### config.mk
export PLATFORM = sky130hd
export DESIGN_NAME = delta_timer_queue_unit
export DESIGN_NICKNAME = d
export VERILOG_FILES = /design/src/rtl/dtq_pkg.sv /design/src/rtl/delta_timer_queue_unit.sv
export SDC_FILE = /design/constraint.sdc
export NUM_CORES = 2
export LEC_CHECK = 0
export BUFFER_PORTS_ARGS = -buffer_cell sky130_fd_sc_hd__buf_2
export CAP_MARGIN = 40
export CELL_PAD_IN_SITES_DETAIL_PLACEMENT = 1
export CELL_PAD_IN_SITES_GLOBAL_PLACEMENT = 1
export CORE_MARGIN = 2
export CORE_UTILIZATION = 45
export CTS_BUF_LIST = sky130_fd_sc_hd__clkbuf_2 sky130_fd_sc_hd__clkbuf_4 sky130_fd_sc_hd__clkbuf_8
export CTS_CLUSTER_SIZE = 8
export DETAILED_ROUTE_END_ITERATION = 8
export PLACE_DENSITY_LB_ADDON = 0.1
export SKIP_CTS_REPAIR_TIMING = 1
export SYNTH_ARGS = -nofsm -noshare
export SYNTH_HDL_FRONTEND = slang
export SYNTH_SLANG_ARGS = --single-unit
### constraint.sdc
create_clock -name clock -period 10.1 [get_ports clock]
set_input_delay 0 -clock clock [delete_from_list [all_inputs] [get_ports clock]]
set_output_delay 0 -clock clock [all_outputs]
set_load 0.05 [all_outputs]
### src/rtl/dtq_pkg.sv
// Types and codes for the delta timer queue
package dtq_pkg;

   // request codes
   localparam logic [2:0] REQ_ADD    = 3'd0;
   localparam logic [2:0] REQ_DELETE = 3'd1;
   localparam logic [2:0] REQ_RESET  = 3'd2;
   localparam logic [2:0] REQ_QUERY  = 3'd3;
   localparam logic [2:0] REQ_TICK   = 3'd4;

   // result status codes
   localparam logic [1:0] ST_OK       = 2'd0;
   localparam logic [1:0] ST_NOTFOUND = 2'd1;
   localparam logic [1:0] ST_FULL     = 2'd2;
   localparam logic [1:0] ST_EXPIRED  = 2'd3;

   // most timers released by one tick
   localparam int MAX_EXPIRE = 16;

   typedef struct packed {
      logic [2:0]  req_type;
      logic [15:0] timer_ref;
      logic [31:0] amount_ms;
      logic [31:0] user_tag;
   } dtq_req_type;

   typedef struct packed {
      logic [1:0]  status;
      logic [15:0] timer_id;
      logic [31:0] tag_out;
      logic [31:0] remaining_ms;
      logic        queue_empty;
      logic [31:0] next_due_ms;
      logic        last;
   } dtq_rsp_type;

   // one slot of the delta list
   typedef struct packed {
      logic [31:0] delta;
      logic [15:0] ident;
      logic [31:0] tag;
   } dtq_entry_type;

endpackage

### src/rtl/delta_timer_queue_unit.sv
// Delta-list timer queue: sequencer, slot memory and shared 33-bit adder
//
//   channel | signals                          | moves
//   --------+----------------------------------+-----------------------------------
//   req     | req_valid, req_ready, req_data   | one request item in
//   rsp     | rsp_valid, rsp_ready, rsp_data   | result items out, last marks end
//
// One request at a time; req_ready is high only while the sequencer is idle.
// The slot memory is walked and shifted at one entry per cycle through a single
// read and a single write port: an add walks to its slot and shifts the tail up,
// delete/reset/query search by id (a reset then re-inserts), a tick walks expiring
// heads and shifts the rest down. A stalled rsp side holds the sequencer only when
// it has a further item to hand over. Reset clears the counts; slots need no clear.
module delta_timer_queue_unit #(
   parameter int DEPTH = 16
) (
   input  logic                clock,
   input  logic                reset,
   input  logic                req_valid,
   output logic                req_ready,
   input  dtq_pkg::dtq_req_type req_data,
   output logic                rsp_valid,
   input  logic                rsp_ready,
   output dtq_pkg::dtq_rsp_type rsp_data
);
   import dtq_pkg::*;

   localparam int IDX_W = (DEPTH > 1) ? $clog2(DEPTH) : 1;
   localparam int CNT_W = $clog2(DEPTH + 1);
   localparam int CAP   = (DEPTH < MAX_EXPIRE) ? DEPTH : MAX_EXPIRE;
   localparam logic [CNT_W-1:0] CAP_C   = CNT_W'(CAP);
   localparam logic [CNT_W-1:0] DEPTH_C = CNT_W'(DEPTH);
   localparam logic [CNT_W-1:0] ONE_C   = CNT_W'(1);

   // sequencer states
   localparam logic [3:0] S_IDLE      = 4'd0;
   localparam logic [3:0] S_INS_START = 4'd1;
   localparam logic [3:0] S_INS_WALK  = 4'd2;
   localparam logic [3:0] S_INS_SHIFT = 4'd3;
   localparam logic [3:0] S_INS_FIX   = 4'd4;
   localparam logic [3:0] S_INS_PUT   = 4'd5;
   localparam logic [3:0] S_FIND      = 4'd6;
   localparam logic [3:0] S_DEL_SHIFT = 4'd7;
   localparam logic [3:0] S_TICK_WALK = 4'd8;
   localparam logic [3:0] S_TICK_CAP  = 4'd9;
   localparam logic [3:0] S_EMIT_RD   = 4'd10;
   localparam logic [3:0] S_EMIT_OUT  = 4'd11;
   localparam logic [3:0] S_TK_SHIFT  = 4'd12;
   localparam logic [3:0] S_HEAD_RD   = 4'd13;
   localparam logic [3:0] S_HEAD_GET  = 4'd14;
   localparam logic [3:0] S_RESP      = 4'd15;

   // control registers
   logic [3:0]       state_ff, state_in;
   logic [CNT_W-1:0] live_ff, live_in;
   logic [15:0]      id_ctr_ff, id_ctr_in;
   logic             rsp_valid_ff, rsp_valid_in;

   // working registers
   logic [CNT_W-1:0] idx_ff, idx_in;
   logic [CNT_W-1:0] pos_ff, pos_in;
   logic [CNT_W-1:0] nexp_ff, nexp_in;
   logic [2:0]       type_ff, type_in;
   logic [15:0]      ref_ff, ref_in;
   logic [31:0]      rem_ff, rem_in;
   logic [31:0]      sum_ff, sum_in;
   logic [31:0]      head_ff, head_in;
   logic [31:0]      tag_ff, tag_in;
   dtq_entry_type    sav_ff, sav_in;
   logic [1:0]       res_status_ff, res_status_in;
   logic [15:0]      res_id_ff, res_id_in;
   logic [31:0]      res_rem_ff, res_rem_in;
   dtq_rsp_type      rsp_ff, rsp_in;

   // slot memory
   dtq_entry_type    mem [DEPTH];
   dtq_entry_type    rd_q_ff;
   logic [IDX_W-1:0] rd_a;
   logic             mem_we;
   logic [IDX_W-1:0] mem_wa;
   dtq_entry_type    mem_wd;

   // shared adder / subtractor
   logic [31:0] op_a, op_b;
   logic        op_sub;
   logic [32:0] unit_res;
   logic        unit_co;
   logic [31:0] unit_sat;

   logic [CNT_W-1:0] idx_p1, idx_m1, nexp_p1;
   logic [15:0]      id_next;
   logic             out_free;
   logic             accept;

   assign req_ready = (state_ff == S_IDLE);
   assign accept    = req_valid && req_ready;
   assign rsp_valid = rsp_valid_ff;
   assign rsp_data  = rsp_ff;
   assign out_free  = !rsp_valid_ff || rsp_ready;

   assign idx_p1  = idx_ff + ONE_C;
   assign idx_m1  = idx_ff - ONE_C;
   assign nexp_p1 = nexp_ff + ONE_C;
   assign id_next = (id_ctr_ff == 16'hFFFF) ? 16'd1 : id_ctr_ff + 16'd1;

   // adder operand selection: a + b, or a - b with carry out meaning no borrow
   always_comb begin
      op_a   = rem_ff;
      op_b   = rd_q_ff.delta;
      op_sub = 1'b1;
      case (state_ff)
         S_INS_FIX: begin
            op_a = sav_ff.delta;
            op_b = rem_ff;
         end
         S_FIND: begin
            op_a   = sum_ff;
            op_sub = 1'b0;
         end
         S_DEL_SHIFT: begin
            op_a   = rd_q_ff.delta;
            op_b   = sav_ff.delta;
            op_sub = 1'b0;
         end
         S_TICK_CAP: begin
            op_a = rd_q_ff.delta;
            op_b = rem_ff;
         end
         default: begin
         end
      endcase
   end

   assign unit_res = {1'b0, op_a} + {1'b0, op_b ^ {32{op_sub}}} + {32'd0, op_sub};
   assign unit_co  = unit_res[32];
   assign unit_sat = unit_co ? 32'hFFFF_FFFF : unit_res[31:0];

   // sequencer
   always_comb begin
      state_in      = state_ff;
      live_in       = live_ff;
      id_ctr_in     = id_ctr_ff;
      idx_in        = idx_ff;
      pos_in        = pos_ff;
      nexp_in       = nexp_ff;
      type_in       = type_ff;
      ref_in        = ref_ff;
      rem_in        = rem_ff;
      sum_in        = sum_ff;
      head_in       = head_ff;
      tag_in        = tag_ff;
      sav_in        = sav_ff;
      res_status_in = res_status_ff;
      res_id_in     = res_id_ff;
      res_rem_in    = res_rem_ff;
      rsp_in        = rsp_ff;
      rsp_valid_in  = rsp_valid_ff && !rsp_ready;
      rd_a          = idx_ff[IDX_W-1:0];
      mem_we        = 1'b0;
      mem_wa        = idx_ff[IDX_W-1:0];
      mem_wd        = rd_q_ff;

      case (state_ff)
         S_IDLE: begin
            rd_a = '0;
            if (accept) begin
               type_in       = req_data.req_type;
               ref_in        = req_data.timer_ref;
               rem_in        = req_data.amount_ms;
               tag_in        = req_data.user_tag;
               sum_in        = '0;
               idx_in        = '0;
               nexp_in       = '0;
               res_status_in = ST_OK;
               res_id_in     = '0;
               res_rem_in    = '0;
               state_in      = S_HEAD_RD;
               case (req_data.req_type)
                  REQ_ADD: begin
                     if (live_ff == DEPTH_C) begin
                        res_status_in = ST_FULL;
                     end else begin
                        id_ctr_in = id_next;
                        res_id_in = id_next;
                        state_in  = S_INS_START;
                     end
                  end
                  REQ_DELETE, REQ_RESET, REQ_QUERY: begin
                     res_id_in = req_data.timer_ref;
                     if (req_data.timer_ref == '0 || live_ff == '0) begin
                        res_status_in = ST_NOTFOUND;
                     end else begin
                        state_in = S_FIND;
                     end
                  end
                  REQ_TICK: begin
                     if (live_ff != '0) begin
                        state_in = S_TICK_WALK;
                     end
                  end
                  default: begin
                  end
               endcase
            end
         end

         // insert: walk to the slot, open a gap, rebase the follower, write
         S_INS_START: begin
            rd_a   = '0;
            idx_in = '0;
            if (live_ff == '0) begin
               pos_in   = '0;
               state_in = S_INS_PUT;
            end else begin
               state_in = S_INS_WALK;
            end
         end
         S_INS_WALK: begin
            if (!unit_co) begin
               pos_in = idx_ff;
               sav_in = rd_q_ff;
               if (idx_p1 < live_ff) begin
                  idx_in   = live_ff - ONE_C;
                  rd_a     = idx_in[IDX_W-1:0];
                  state_in = S_INS_SHIFT;
               end else begin
                  state_in = S_INS_FIX;
               end
            end else begin
               rem_in = unit_res[31:0];
               if (idx_p1 < live_ff) begin
                  idx_in = idx_p1;
                  rd_a   = idx_p1[IDX_W-1:0];
               end else begin
                  pos_in   = live_ff;
                  state_in = S_INS_PUT;
               end
            end
         end
         S_INS_SHIFT: begin
            mem_we = 1'b1;
            mem_wa = idx_p1[IDX_W-1:0];
            if (idx_m1 > pos_ff) begin
               idx_in = idx_m1;
               rd_a   = idx_m1[IDX_W-1:0];
            end else begin
               state_in = S_INS_FIX;
            end
         end
         S_INS_FIX: begin
            mem_we       = 1'b1;
            mem_wa       = IDX_W'(pos_ff + ONE_C);
            mem_wd       = sav_ff;
            mem_wd.delta = unit_res[31:0];
            state_in     = S_INS_PUT;
         end
         S_INS_PUT: begin
            mem_we       = 1'b1;
            mem_wa       = pos_ff[IDX_W-1:0];
            mem_wd.delta = rem_ff;
            mem_wd.ident = res_id_ff;
            mem_wd.tag   = tag_ff;
            live_in      = live_ff + ONE_C;
            state_in     = S_HEAD_RD;
         end

         // lookup by id, summing deltas on the way
         S_FIND: begin
            if (rd_q_ff.ident == ref_ff) begin
               if (type_ff == REQ_QUERY) begin
                  res_rem_in = unit_sat;
                  state_in   = S_HEAD_RD;
               end else begin
                  pos_in = idx_ff;
                  tag_in = rd_q_ff.tag;
                  sav_in = rd_q_ff;
                  if (idx_p1 < live_ff) begin
                     idx_in   = idx_p1;
                     rd_a     = idx_p1[IDX_W-1:0];
                     state_in = S_DEL_SHIFT;
                  end else begin
                     live_in  = live_ff - ONE_C;
                     state_in = (type_ff == REQ_RESET) ? S_INS_START : S_HEAD_RD;
                  end
               end
            end else if (idx_p1 < live_ff) begin
               sum_in = unit_sat;
               idx_in = idx_p1;
               rd_a   = idx_p1[IDX_W-1:0];
            end else begin
               res_status_in = ST_NOTFOUND;
               state_in      = S_HEAD_RD;
            end
         end

         // close the gap; the first follower absorbs the removed delta
         S_DEL_SHIFT: begin
            mem_we       = 1'b1;
            mem_wa       = idx_m1[IDX_W-1:0];
            mem_wd.delta = unit_sat;
            sav_in.delta = '0;
            if (idx_p1 < live_ff) begin
               idx_in = idx_p1;
               rd_a   = idx_p1[IDX_W-1:0];
            end else begin
               live_in  = live_ff - ONE_C;
               state_in = (type_ff == REQ_RESET) ? S_INS_START : S_HEAD_RD;
            end
         end

         // tick: count expiring heads, rebase the new head, report each expired timer, shift the rest down
         S_TICK_WALK: begin
            if (unit_co) begin
               rem_in  = unit_res[31:0];
               nexp_in = nexp_p1;
               if (idx_p1 < live_ff) begin
                  idx_in = idx_p1;
                  rd_a   = idx_p1[IDX_W-1:0];
                  if (!(nexp_p1 < CAP_C)) begin
                     state_in = S_TICK_CAP;
                  end
               end else begin
                  head_in  = '0;
                  idx_in   = '0;
                  state_in = S_EMIT_RD;
               end
            end else begin
               state_in = S_TICK_CAP;
            end
         end
         S_TICK_CAP: begin
            head_in      = unit_co ? unit_res[31:0] : 32'd0;
            mem_we       = 1'b1;
            mem_wd.delta = head_in;
            idx_in       = '0;
            state_in     = (nexp_ff == '0) ? S_RESP : S_EMIT_RD;
         end
         S_EMIT_RD: begin
            state_in = S_EMIT_OUT;
         end
         S_EMIT_OUT: begin
            if (out_free) begin
               rsp_valid_in        = 1'b1;
               rsp_in.status       = ST_EXPIRED;
               rsp_in.timer_id     = rd_q_ff.ident;
               rsp_in.tag_out      = rd_q_ff.tag;
               rsp_in.remaining_ms = '0;
               rsp_in.queue_empty  = (live_ff == nexp_ff);
               rsp_in.next_due_ms  = head_ff;
               rsp_in.last         = (idx_p1 == nexp_ff);
               if (idx_p1 == nexp_ff) begin
                  if (live_ff == nexp_ff) begin
                     live_in  = '0;
                     state_in = S_IDLE;
                  end else begin
                     idx_in   = nexp_ff;
                     rd_a     = nexp_ff[IDX_W-1:0];
                     state_in = S_TK_SHIFT;
                  end
               end else begin
                  idx_in   = idx_p1;
                  state_in = S_EMIT_RD;
               end
            end
         end
         S_TK_SHIFT: begin
            mem_we = 1'b1;
            mem_wa = IDX_W'(idx_ff - nexp_ff);
            if (idx_p1 < live_ff) begin
               idx_in = idx_p1;
               rd_a   = idx_p1[IDX_W-1:0];
            end else begin
               live_in  = live_ff - nexp_ff;
               state_in = S_IDLE;
            end
         end

         // single result: fetch head delta then hand the item over
         S_HEAD_RD: begin
            rd_a     = '0;
            state_in = S_HEAD_GET;
         end
         S_HEAD_GET: begin
            head_in  = rd_q_ff.delta;
            state_in = S_RESP;
         end
         S_RESP: begin
            if (out_free) begin
               rsp_valid_in        = 1'b1;
               rsp_in.status       = res_status_ff;
               rsp_in.timer_id     = res_id_ff;
               rsp_in.tag_out      = '0;
               rsp_in.remaining_ms = res_rem_ff;
               rsp_in.queue_empty  = (live_ff == '0);
               rsp_in.next_due_ms  = (live_ff == '0) ? 32'd0 : head_ff;
               rsp_in.last         = 1'b1;
               state_in            = S_IDLE;
            end
         end
         default: begin
            state_in = S_IDLE;
         end
      endcase
   end

   // control state
   always_ff @(posedge clock) begin
      if (reset) begin
         state_ff     <= S_IDLE;
         live_ff      <= '0;
         id_ctr_ff    <= '0;
         rsp_valid_ff <= 1'b0;
      end else begin
         state_ff     <= state_in;
         live_ff      <= live_in;
         id_ctr_ff    <= id_ctr_in;
         rsp_valid_ff <= rsp_valid_in;
      end
   end

   // working payload
   always_ff @(posedge clock) begin
      idx_ff        <= idx_in;
      pos_ff        <= pos_in;
      nexp_ff       <= nexp_in;
      type_ff       <= type_in;
      ref_ff        <= ref_in;
      rem_ff        <= rem_in;
      sum_ff        <= sum_in;
      head_ff       <= head_in;
      tag_ff        <= tag_in;
      sav_ff        <= sav_in;
      res_status_ff <= res_status_in;
      res_id_ff     <= res_id_in;
      res_rem_ff    <= res_rem_in;
      rsp_ff        <= rsp_in;
   end

   // slot memory, registered read
   always_ff @(posedge clock) begin
      if (mem_we) begin
         mem[mem_wa] <= mem_wd;
      end
      rd_q_ff <= mem[rd_a];
   end

endmodule

==> results.cfg <==
[critical_path]
cp_slowest_cell = dfxtp_1
cp_cell_sequence = nand2_1 > nor2_4 > buf_4 > buf_4 > a22o_1 > a21oi_1 > xnor2_1 > ha_1 > a21oi_1 > nand2_1 > a221oi_1 > nand2_1 > o21a_1 > buf_4 > nand2_1 > a21boi_1 > o32ai_1 > buf_2 > nand2_4 > buf_4 > buf_4 > buf_16 > o22ai_1 > a221o_1
cp-end-kind = flip-flop
worst_ep_arrival_time_ns = 8.40
critPathKind = flip-flop to flip-flop
required_ns = 10.99
start_kind = flip-flop
cp_max_fo = 41
r2r_slack_ns = 2.59
cpPeakStageDelay_ns = 0.71
crit_top_cell = buf_4

[synthesis]
synth-xor-area-share_pct = 1.50
synthArstFlopShare_pct = 0
yosys.cell_types.count = 89
synth_area_per_cell_sq_um = 14.2
syn_area_sq_um = 75400
synthMuxAreaShare_pct = 7.26
synthAdderAreaFrac_pct = 1.01
synth_flop_cell = edfxtp_1
syn_inst = 5312
synth-edff-count = 1688
synth_top_family_by_area = compound AO/OA/AOI/OAI gates
yosys_warnings = 0
synth_compound_area_share_pct = 10.1
ys_seq_area_share_pct = 70.0
postSynthRegisterBits = 1794
synth_simple_gate_area_share_pct = 7.65
syn_nets = 5458

[grt]
grt_pass1_vias = 48500
globalRouteMet3Util_pct = 3.95
grt_pass1_wl_um = 324000
grt_usage_pct = 25.6
grt_max_degree = 176
grt.busiest_layer = met2
use_met1_pct = 36.3
grt_antenna_before_repair = 5
grt_overflow = 0
grt_util_met2_pct = 41.0

[cts]
clockBufferDepth = 4
clk_latency_ns = 1.05
numClockSinks = 1794
clk_pin_slew_ns = 0.06
clockRootBuffer = clkbuf_8
cts_tree = done
numCtsBuffers = 316
ctsHtreeMaxLevel = 5

[floorplanning]
io_pins = 205
rows = 150
fp.dieArea_sq_um = 171000
core-area_sq_um = 167000
die_height_um = 413
die_x_um = 413
initial_core_util_pct = 45.2

[place]
post-place-ws_ns = 2.67
place.gp.congestion = 0.878
place_hpwl_um = 127000
place_inst = 7518
io_buffers = 204

[sta]
rsz0062_at_grt = false
slew_violations = 0
setup_violations = 0
timing.final.ws_setup_ns = 2.59
slew_headroom_pct = 30.2
finalHoldViolations = 0
whs_ns = 0.0402
tns_ns = 0
fin_skew_ns = 0.0685
fin_crit_sh_pct = 74.4
fmax_ghz = 0.133
fin_crit_ns = 7.51
worst_slew_pin_slew_ns = 1.05

[detailed_routing]
drc_errors = 0
route.final.wire_length_um = 225000
routed_via_density = 5.89
antenna_left = 0
vias = 48600
drt_iter0_drc = 4175
wl_per_cell_um = 27.3
dr.pass1.iters = 7

[layout]
fin_cells = 8244
area_delta_synth_final_pct = 16.0
drive_above_1_share_pct = 18.1
num-nets-final = 5950

[flow_run]
maxCapViolCount = 0

[worst_hold_path]
hp-class = input pin to flip-flop

[outcome]
outcome = finished clean
critical path: cells and delay by family, from the launching register on:
family	cells	cell delay (ns)
fa+ha+maj	1	0.37
simple gates	6	1.06
buf+inv	7	2.76
xor+xnor	1	0.16
compound gates	9	2.18
flops	1	0.71
cell type report:
class	count	area, sq um
fillers	16200	79400
flip-flops and latches	1794	52800
multi-input cells	3134	21000
clock buffers	492	5950
repair buffers	523	4480
well taps	2204	2760
clock inverters	57	255
inverters	35	131
diodes	5	12.5
logic make-up after synthesis:
kind of cell / Yosys count
flip-flops: 1794
AND/OR/NAND/NOR: 1332
AO/OA/AOI/OAI: 1099
multiplexers: 518
buffers and inverters: 384
XOR/XNOR: 126
adder cells (fa/ha/maj): 59
cell usage in the layout, fill, tap and decap left out, types with 49 or more instances in the layout:
master	count
dfxtp_1	106
and2_1	74
a32oi_1	162
a22o_1	49
nand2_1	819
buf_4	102
a22oi_1	57
edfxtp_1	1688
mux2i_1	324
mux2_2	161
o21ai_0	109
clkbuf_4	131
ha_1	56
a21oi_1	350
dlygate4sd3_1	171
xor2_1	54
xnor2_1	70
a221o_1	87
nor2_1	181
clkbuf_8	361
buf_2	206
o22ai_1	87
nor2b_1	75
sequential cells by signal, indices dropped and copies added, names as in the netlist, 16 cells and up:
name and count:
ref_ff 16, sav_ff 80, rem_ff 32, sum_ff 32, rsp_data 116, id_ctr_ff 16
res_rem_ff 32, rd_q_ff 80, mem 1280, res_id_ff 16, head_ff 32, tag_ff 32
synth_stat cells (12+ instances only):
library cell	count	area, sq um
a21oi_1	351	1760
nor4_1	14	87.6
o22ai_1	88	551
buf_1	35	131
a221o_1	87	871
edfxtp_1	1688	50700
buf_2	81	405
o21ai_0	114	571
nand3_1	35	175
a222oi_1	36	360
clkbuf_1	188	706
inv_1	32	120
ha_1	56	701
nor2b_1	75	469
nand2b_1	16	100
xnor2_1	70	613
a22o_1	49	429
a32oi_1	162	1420
nand2_1	822	3090
mux2_2	161	1810
and3_1	16	100
nor2_1	207	777
xor2_1	54	473
buf_6	36	405
a22oi_1	57	428
a21o_1	24	180
dfxtp_1	106	2120
mux2_1	29	327
nor3_1	20	100
o21a_1	12	90.1
mux2i_1	324	3240
and2_1	75	469
a31oi_1	16	100
layer usage:
layer | routed length [um] | share of wire, %
met2 | 107000 | 48
met3 | 13600 | 6.0
met1 | 99200 | 44
met5 | 0 | 0
met4 | 5230 | 2.3
through the flow:
step                      util, %  instance area, sq um
after floorplan                 -                 75400
after global placement       47.2                 78800
after detailed placement     47.7                 79500
after CTS                    51.4                 85700
after global routing         52.4                 87400
final                        52.4                 87400
path summary, 6_finish.rpt:
path,start,endpoint,cells past startpoint
worst max-delay path,state_ff[1],rd_q_ff[4],24
worst min-delay path,req_data[80],res_status_ff[1],4
worst max register to register,state_ff[1],rd_q_ff[4],24
worst min register to register,id_ctr_ff[1],id_ctr_ff[1],2
Power is left out: the tool's default activity adds up to more than one toggle a clock period on the data nets, which glitch-free logic cannot reach.
